File: src/sv/acpd_pkg.sv
// Shared widths, field positions and item codes for the autocorrelation peak detector.
package acpd_pkg;

    localparam int THRESH_W    = 36;
    localparam int MAG_OUT_W   = 36;
    localparam int DIST_OUT_W  = 6;
    localparam int OUT_DATA_W  = 48;
    localparam int OUT_USER_W  = 2;

    localparam int MAG_LSB     = 0;
    localparam int DIST_LSB    = MAG_LSB + MAG_OUT_W;
    localparam int PAD_W       = OUT_DATA_W - DIST_LSB - DIST_OUT_W;

    localparam int USER_TRACKING = 0;
    localparam int USER_FOUND    = 1;

    localparam logic KIND_SAMPLE  = 1'b0;
    localparam logic KIND_RESTART = 1'b1;

endpackage

File: src/sv/autocorrelation_peak_detector.sv
// Delayed-autocorrelation sync detector: running lagged correlation and peak search.
// An accepted item is held in the input register, processed from there into the output registers,
// and its result is offered on the master side from then on. Throughput: one item per cycle
// unless m_tready stalls the output; the running-sum update (one multiply and one add into the
// sum register) and the threshold and peak compares all close between the two registers.
// Reset: rst_n is asynchronous and active low; it empties both registers, zeroes the delay
// line, the running sum and the detection state, and sets the threshold to zero.
module autocorrelation_peak_detector #(
    parameter int LAG         = 32,
    parameter int SAMPLE_BITS = 16
) (
    input  logic                                  clk,
    input  logic                                  rst_n,
    input  logic                                  cfg_we,
    input  logic [acpd_pkg::THRESH_W-1:0]         cfg_wdata,
    input  logic                                  s_tvalid,
    output logic                                  s_tready,
    input  logic [((SAMPLE_BITS+7)/8)*8-1:0]      s_tdata,  // sample, zero padding
    input  logic                                  s_tuser,  // kind
    output logic                                  m_tvalid,
    input  logic                                  m_tready,
    output logic [acpd_pkg::OUT_DATA_W-1:0]       m_tdata,  // corr_magnitude, peak_distance, pad
    output logic [acpd_pkg::OUT_USER_W-1:0]       m_tuser   // tracking, found
);

    localparam int LINE_LEN = 2 * LAG;
    localparam int SUM_W    = 2 * SAMPLE_BITS + 1 + $clog2(LAG);
    localparam int MAG_W    = SUM_W - 1;
    localparam int PROD_W   = 2 * SAMPLE_BITS + 1;
    localparam int CMP_W    = (MAG_W > acpd_pkg::THRESH_W) ? MAG_W : acpd_pkg::THRESH_W;
    localparam int CNT_W    = $clog2(LAG + 1);
    localparam int BI_W     = (LAG > 1) ? $clog2(LAG) : 1;
    localparam int DIST_W   = $clog2(LAG + 2);

    logic [acpd_pkg::THRESH_W-1:0]     threshold_reg;

    logic                              in_valid_reg;
    logic                              in_kind_reg;
    logic signed [SAMPLE_BITS-1:0]     in_sample_reg;

    logic signed [SAMPLE_BITS-1:0]     taps_reg [LINE_LEN];
    logic signed [SUM_W-1:0]           sum_reg;
    logic                              tracking_reg;
    logic                              done_reg;
    logic [CNT_W-1:0]                  count_reg;
    logic [MAG_W-1:0]                  best_value_reg;
    logic [BI_W-1:0]                   best_index_reg;

    logic                              out_valid_reg;
    logic [acpd_pkg::MAG_OUT_W-1:0]    out_mag_reg;
    logic                              out_tracking_reg;
    logic                              out_found_reg;
    logic [acpd_pkg::DIST_OUT_W-1:0]   out_dist_reg;

    logic                              proc_fire;
    logic                              in_fire;
    logic                              do_sample;
    logic                              do_restart;

    logic signed [SAMPLE_BITS-1:0]     x_lag;
    logic signed [SAMPLE_BITS-1:0]     x_old;
    logic signed [SAMPLE_BITS:0]       x_diff;
    logic signed [PROD_W-1:0]          delta;
    logic signed [SUM_W-1:0]           sum_next;
    logic [SUM_W-1:0]                  sum_abs;
    logic [MAG_W-1:0]                  mag;
    logic [CNT_W-1:0]                  count_inc;
    logic [DIST_W-1:0]                 dist_full;

    logic                              tracking_next;
    logic                              done_next;
    logic [CNT_W-1:0]                  count_next;
    logic [MAG_W-1:0]                  best_value_next;
    logic [BI_W-1:0]                   best_index_next;
    logic                              res_tracking;
    logic                              res_found;
    logic [acpd_pkg::DIST_OUT_W-1:0]   res_dist;

    assign proc_fire  = in_valid_reg && (!out_valid_reg || m_tready);
    assign s_tready   = !in_valid_reg || proc_fire;
    assign in_fire    = s_tvalid && s_tready;
    assign do_restart = proc_fire && (in_kind_reg == acpd_pkg::KIND_RESTART);
    assign do_sample  = proc_fire && (in_kind_reg == acpd_pkg::KIND_SAMPLE) && !done_reg;

    assign x_lag     = taps_reg[LAG-1];
    assign x_old     = taps_reg[LINE_LEN-1];
    assign x_diff    = (SAMPLE_BITS + 1)'(in_sample_reg) - (SAMPLE_BITS + 1)'(x_old);
    assign delta     = PROD_W'(x_lag) * PROD_W'(x_diff);
    assign sum_next  = sum_reg + SUM_W'(delta);
    assign sum_abs   = sum_next[SUM_W-1] ? SUM_W'(-sum_next) : SUM_W'(sum_next);
    assign mag       = sum_abs[MAG_W-1:0];
    assign count_inc = CNT_W'(count_reg + 1'b1);
    assign dist_full = DIST_W'(LAG + 1) - DIST_W'(best_index_reg);

    always_comb
    begin
        tracking_next   = tracking_reg;
        done_next       = done_reg;
        count_next      = count_reg;
        best_value_next = best_value_reg;
        best_index_next = best_index_reg;
        res_tracking    = 1'b0;
        res_found       = 1'b0;
        res_dist        = '0;
        if (!tracking_reg)
        begin
            if (CMP_W'(mag) > CMP_W'(threshold_reg))
            begin
                tracking_next   = 1'b1;
                count_next      = '0;
                best_value_next = mag;
                best_index_next = '0;
                res_tracking    = 1'b1;
            end
        end
        else
        begin
            count_next = count_inc;
            if (count_inc < CNT_W'(LAG))
            begin
                if (mag > best_value_reg)
                begin
                    best_value_next = mag;
                    best_index_next = BI_W'(count_inc);
                end
                res_tracking = 1'b1;
            end
            else
            begin
                tracking_next = 1'b0;
                done_next     = 1'b1;
                res_found     = 1'b1;
                res_dist      = acpd_pkg::DIST_OUT_W'(dist_full);
            end
        end
    end

    always_ff @(posedge clk or negedge rst_n)
    begin
        if (!rst_n)
        begin
            threshold_reg <= '0;
        end
        else if (cfg_we)
        begin
            threshold_reg <= cfg_wdata;
        end
    end

    always_ff @(posedge clk or negedge rst_n)
    begin
        if (!rst_n)
        begin
            in_valid_reg <= 1'b0;
        end
        else if (s_tready)
        begin
            in_valid_reg <= s_tvalid;
        end
    end

    always_ff @(posedge clk)
    begin
        if (in_fire)
        begin
            in_kind_reg   <= s_tuser;
            in_sample_reg <= s_tdata[SAMPLE_BITS-1:0];
        end
    end

    always_ff @(posedge clk or negedge rst_n)
    begin
        if (!rst_n)
        begin
            for (int i = 0; i < LINE_LEN; i++)
            begin
                taps_reg[i] <= '0;
            end
            sum_reg        <= '0;
            tracking_reg   <= 1'b0;
            done_reg       <= 1'b0;
            count_reg      <= '0;
            best_value_reg <= '0;
            best_index_reg <= '0;
        end
        else if (do_restart)
        begin
            for (int i = 0; i < LINE_LEN; i++)
            begin
                taps_reg[i] <= '0;
            end
            sum_reg        <= '0;
            tracking_reg   <= 1'b0;
            done_reg       <= 1'b0;
            count_reg      <= '0;
            best_value_reg <= '0;
            best_index_reg <= '0;
        end
        else if (do_sample)
        begin
            taps_reg[0] <= in_sample_reg;
            for (int i = 1; i < LINE_LEN; i++)
            begin
                taps_reg[i] <= taps_reg[i-1];
            end
            sum_reg        <= sum_next;
            tracking_reg   <= tracking_next;
            done_reg       <= done_next;
            count_reg      <= count_next;
            best_value_reg <= best_value_next;
            best_index_reg <= best_index_next;
        end
    end

    always_ff @(posedge clk or negedge rst_n)
    begin
        if (!rst_n)
        begin
            out_valid_reg <= 1'b0;
        end
        else if (!out_valid_reg || m_tready)
        begin
            out_valid_reg <= in_valid_reg;
        end
    end

    always_ff @(posedge clk)
    begin
        if (proc_fire)
        begin
            if (do_sample)
            begin
                out_mag_reg      <= acpd_pkg::MAG_OUT_W'(mag);
                out_tracking_reg <= res_tracking;
                out_found_reg    <= res_found;
                out_dist_reg     <= res_dist;
            end
            else
            begin
                out_mag_reg      <= '0;
                out_tracking_reg <= 1'b0;
                out_found_reg    <= 1'b0;
                out_dist_reg     <= '0;
            end
        end
    end

    assign m_tvalid = out_valid_reg;
    assign m_tdata  = {{acpd_pkg::PAD_W{1'b0}}, out_dist_reg, out_mag_reg};

    always_comb
    begin
        m_tuser                          = '0;
        m_tuser[acpd_pkg::USER_TRACKING] = out_tracking_reg;
        m_tuser[acpd_pkg::USER_FOUND]    = out_found_reg;
    end

endmodule

File: config.mk
export PLATFORM = sky130hd
export DESIGN_NAME = autocorrelation_peak_detector
export DESIGN_NICKNAME = d
export VERILOG_FILES = /design/src/sv/acpd_pkg.sv /design/src/sv/autocorrelation_peak_detector.sv
export SDC_FILE = /design/constraint.sdc
export NUM_CORES = 2
export LEC_CHECK = 0
export BUFFER_PORTS_ARGS = -buffer_cell sky130_fd_sc_hd__buf_2
export CORE_MARGIN = 4
export CORE_UTILIZATION = 30
export CTS_BUF_LIST = sky130_fd_sc_hd__clkbuf_8
export DETAILED_ROUTE_END_ITERATION = 10
export GPL_ROUTABILITY_DRIVEN = 0
export PLACE_DENSITY = 0.46
export SLEW_MARGIN = 20
export SYNTH_ARGS = -nofsm -noshare
export SYNTH_HDL_FRONTEND = slang
export SYNTH_SLANG_ARGS = --single-unit
File: constraint.sdc
create_clock -name clk -period 15.25 [get_ports clk]
set_clock_uncertainty 0.1 [all_clocks]
set_input_delay 0.7625 -clock clk [delete_from_list [all_inputs] [get_ports clk]]
set_output_delay 0.7625 -clock clk [all_outputs]
set_load 0.005 [all_outputs]
==> impl_metrics.env <==
export IMPL_status="completed"
export IMPL_regArea_mm2=0.0306
export IMPL_comb_power_share_pct=5.9
export IMPL_postSynthCellCount=4835
export IMPL_layout_common_cells="dfrtp_1, a22o_1, inv_1"
export IMPL_endpoint="best_value_reg[21]$_DFFE_PN0P_"
export IMPL_arrival_ns=14.13
export IMPL_placed_area_mm2=0.0626
export IMPL_path_class="flop to flop"
export IMPL_fin_ws_ns=1.88
export IMPL_fin_crit_sh_pct=87.7
export IMPL_grt_pass1_vias=39400
export IMPL_ant_nets=0
export IMPL_stdcell_count=7766
export IMPL_start_kind="flop"
export IMPL_syn_area_mm2=0.0593
export IMPL_row_count=162
export IMPL_cp_end_kind="flop"
export IMPL_p_clk_share_pct=45.7
export IMPL_crit_top_cell="fa_1"
export IMPL_r2r_slack_ns=1.88
export IMPL_r2r_start="x_old[0]$_DFFE_PN0P_"
export IMPL_tightest_slew_ns=1.13
export IMPL_max_cap_viol_count=0
export IMPL_power_leakage_nw=33.5
export IMPL_hold_viol_final=0
export IMPL_ir_drop_v=0.0000614
export IMPL_wire_per_inst_um=18.3
export IMPL_drc_errors=0
export IMPL_clock_sinks=1211
export IMPL_cts_buffers=210
export IMPL_slew_violations=0
export IMPL_synth_async_reset_ratio_pct=95.0
export IMPL_grtUsageTotal_pct=13.9
export IMPL_yosysWarnings=0
export IMPL_nets=5554
export IMPL_setup_viol=0
export IMPL_slew_headroom_pct=24.4
export IMPL_dieWidth_um=453
export IMPL_required_ns=16.00
export IMPL_seq_power_share_pct=48.5
export IMPL_gr_total_overflow=0
export IMPL_htree_levels=4
export IMPL_final_min_clock_period_ns=13.37
export IMPL_syn_to_final_growth_pct=14.2
export IMPL_switchingPower_w=0.00174
export IMPL_syn_avg_cell_area_um2=12.3
export IMPL_pre_cts_ws_ns=1.86
export IMPL_ys_seq_elements=1211
export IMPL_placed_cells=7313
export IMPL_drtPass1Iterations=5
export IMPL_ff2ff_path_depth=43
export IMPL_critPathLaunch="x_old[0]$_DFFE_PN0P_"
export IMPL_hold_class="input port to flop"
export IMPL_clock_latency_ns=0.93
export IMPL_synth_ff_type="dfrtp_1"
export IMPL_antenna_found_initial=6
export IMPL_power_density_mw_per_mm2=101
export IMPL_grt_setup_unrepaired="no"
export IMPL_die_h_um=453
export IMPL_dp_hpwl_mm=90.5
export IMPL_synth_edf_count=61
export IMPL_clk_transition_reported_paths_ns=0.07
export IMPL_grt_pass1_wl_mm=230
export IMPL_fin_tns_setup_ns=0
export IMPL_routed_wl_mm=142
export IMPL_die_area_mm2=0.205
export IMPL_crit_path_max_incr_delay_ns=0.81
export IMPL_cts_root_buf="clkbuf_8"
export IMPL_vias_per_cell=4.85
export IMPL_ys_seq_area_share_pct=51.6
export IMPL_vias=37700
export IMPL_cpMaxStageDelayCell="a221oi_1"
export IMPL_p_int_w=0.00508
export IMPL_p_sw_share_pct=25.5
export IMPL_grt_max_degree=231
export IMPL_tritoncts="built"
export IMPL_largest_reg_flops=992
export IMPL_drtIter0Drc=2941
export IMPL_start_util_pct=30.3
export IMPL_final_common_cell="dfrtp_1"
export IMPL_fillers=19500
export IMPL_core_area_mm2=0.196
export IMPL_design_area_mm2=0.0677
export IMPL_cts_setup_buffers=0
export IMPL_drive_gt1_share_pct=10.4
export IMPL_synth_cell_types=80
export IMPL_multi_input_area_mm2=0.0255
export IMPL_io_pins=110
export IMPL_port_buffers=103
export IMPL_max_freq_ghz=0.0748
export IMPL_r2r_end="best_value_reg[21]$_DFFE_PN0P_"
export IMPL_critical_path_max_fanout=24
export IMPL_cts_path_max_buffers=3
critical path: cells and delay by family, from the launching register on:
kind	cells	cell delay, ns
AOI/OAI and AO/OA	13	3.51
xor gates and xnor gates	5	1.38
adders and majority gates	9	4.47
buffers and inverters	6	1.25
DFF	1	0.39
muxes	2	0.48
and+or+nand+nor	8	1.66
Yosys cell counts (5+ instances only):
| library cell | n | area, um2 |
|---|---|---|
| and2_1 | 160 | 1000 |
| nand2_1 | 295 | 1110 |
| o21ai_0 | 111 | 556 |
| a21oi_1 | 56 | 280 |
| nor2_1 | 82 | 308 |
| xnor2_1 | 46 | 403 |
| buf_2 | 9 | 45.0 |
| nor3_1 | 28 | 140 |
| nor4_1 | 6 | 37.5 |
| o21a_1 | 15 | 113 |
| nand3_1 | 25 | 125 |
| nand2b_1 | 18 | 113 |
| a21o_1 | 37 | 278 |
| nand4_1 | 23 | 144 |
| dfrtp_1 | 1150 | 28800 |
| clkbuf_1 | 301 | 1130 |
| and3_1 | 6 | 37.5 |
| mux2i_1 | 47 | 470 |
| a31oi_1 | 16 | 100 |
| o31ai_1 | 10 | 75.1 |
| nor3b_1 | 7 | 52.6 |
| a211o_1 | 7 | 61.3 |
| fa_1 | 334 | 6690 |
| a22o_1 | 1046 | 9160 |
| or3_1 | 6 | 37.5 |
| xor2_1 | 32 | 280 |
| nor2b_1 | 35 | 219 |
| buf_4 | 8 | 60.1 |
| edfxtp_1 | 61 | 1830 |
| nand3b_1 | 5 | 37.5 |
| ha_1 | 203 | 2540 |
| inv_1 | 535 | 2010 |
| o2111ai_1 | 5 | 43.8 |
| buf_1 | 7 | 26.3 |
| a211oi_1 | 11 | 82.6 |
| or2_2 | 5 | 31.3 |
| o211ai_1 | 7 | 52.6 |
cell families (layout without fill, tap and decap cells):
group                    count (synthesis)  in the layout  synth area share, %
XOR/XNOR                                79             79                 1.19
buffers and inverters                  864           1162                 5.62
adder cells (fa/ha/maj)                537            537                 15.6
multiplexers                            50             50                0.870
AO/OA/AOI/OAI                         1367           1367                 19.0
other                                    1             10              0.00633
AND/OR/NAND/NOR                        726            726                 6.17
flip-flops                            1211           1211                 51.6
metrics by stage:
step	util, %	total power [W]	hold slack [ns]
after CTS	34.6	0.00697	0.266
final	34.6	0.00682	0.268
after floorplan	-	0.00357	0.351
after detailed placement	32.0	0.00376	0.376
after global placement	32.0	0.00376	0.374
after global routing	34.6	0.00715	0.223
worst min path at each step:
stage,from,end,slack (ns),cells past startpoint
4_1_cts,rst_n,threshold_reg[29]$_DFFE_PN0P_,0.27,2
5_1_grt,cfg_we,threshold_reg[1]$_DFFE_PN0P_,0.22,3
3_3_place_gp,in_valid_reg$_DFFE_PN0N_,m_tvalid$_DFFE_PN0P_,0.37,1
3_5_place_dp,taps_reg[50]$_DFFE_PN0P_,taps_reg[34]$_DFFE_PN0P_,0.38,1
2_1_floorplan,taps_reg[1008]$_DFFE_PN0P_,taps_reg[1008]$_DFFE_PN0P_,0.35,2
6_report,cfg_we,threshold_reg[25]$_DFFE_PN0P_,0.27,3
power groups by stage:
stage / sequential [W] / combinational, W / clock, W
finish: 0.00330 / 0.000401 / 0.00311
global route: 0.00330 / 0.000451 / 0.00340
CTS: 0.00330 / 0.000410 / 0.00325
detailed placement: 0.00336 / 0.000397 / 0
global placement: 0.00336 / 0.000396 / 0
floorplan: 0.00335 / 0.000219 / 0
metal layers:
layer	up-vias	share of wire [%]	global-route usage, %
li1	17300	-	-
met1	19600	48	20.0
met2	587	45	20.8
met3	233	3.9	2.76
met4	0	3.0	5.03
met5	-	0	0
cell type report:
cell class	count	share of cell area (%)
timing repair buffer	236	2.71
antenna	4	0.0148
clock buffer	270	5.49
tap	2624	4.85
inverter	535	2.97
clock inverter	121	1.18
multi-input combinational	2765	37.6
sequential	1211	45.2
repair_timing:
action / in CTS / in global routing
hold endpoints to repair: 171 / 0
gates resized for setup: 0 / 0
hold buffers: 57 / 0
Power figures use the tool's default switching activity.
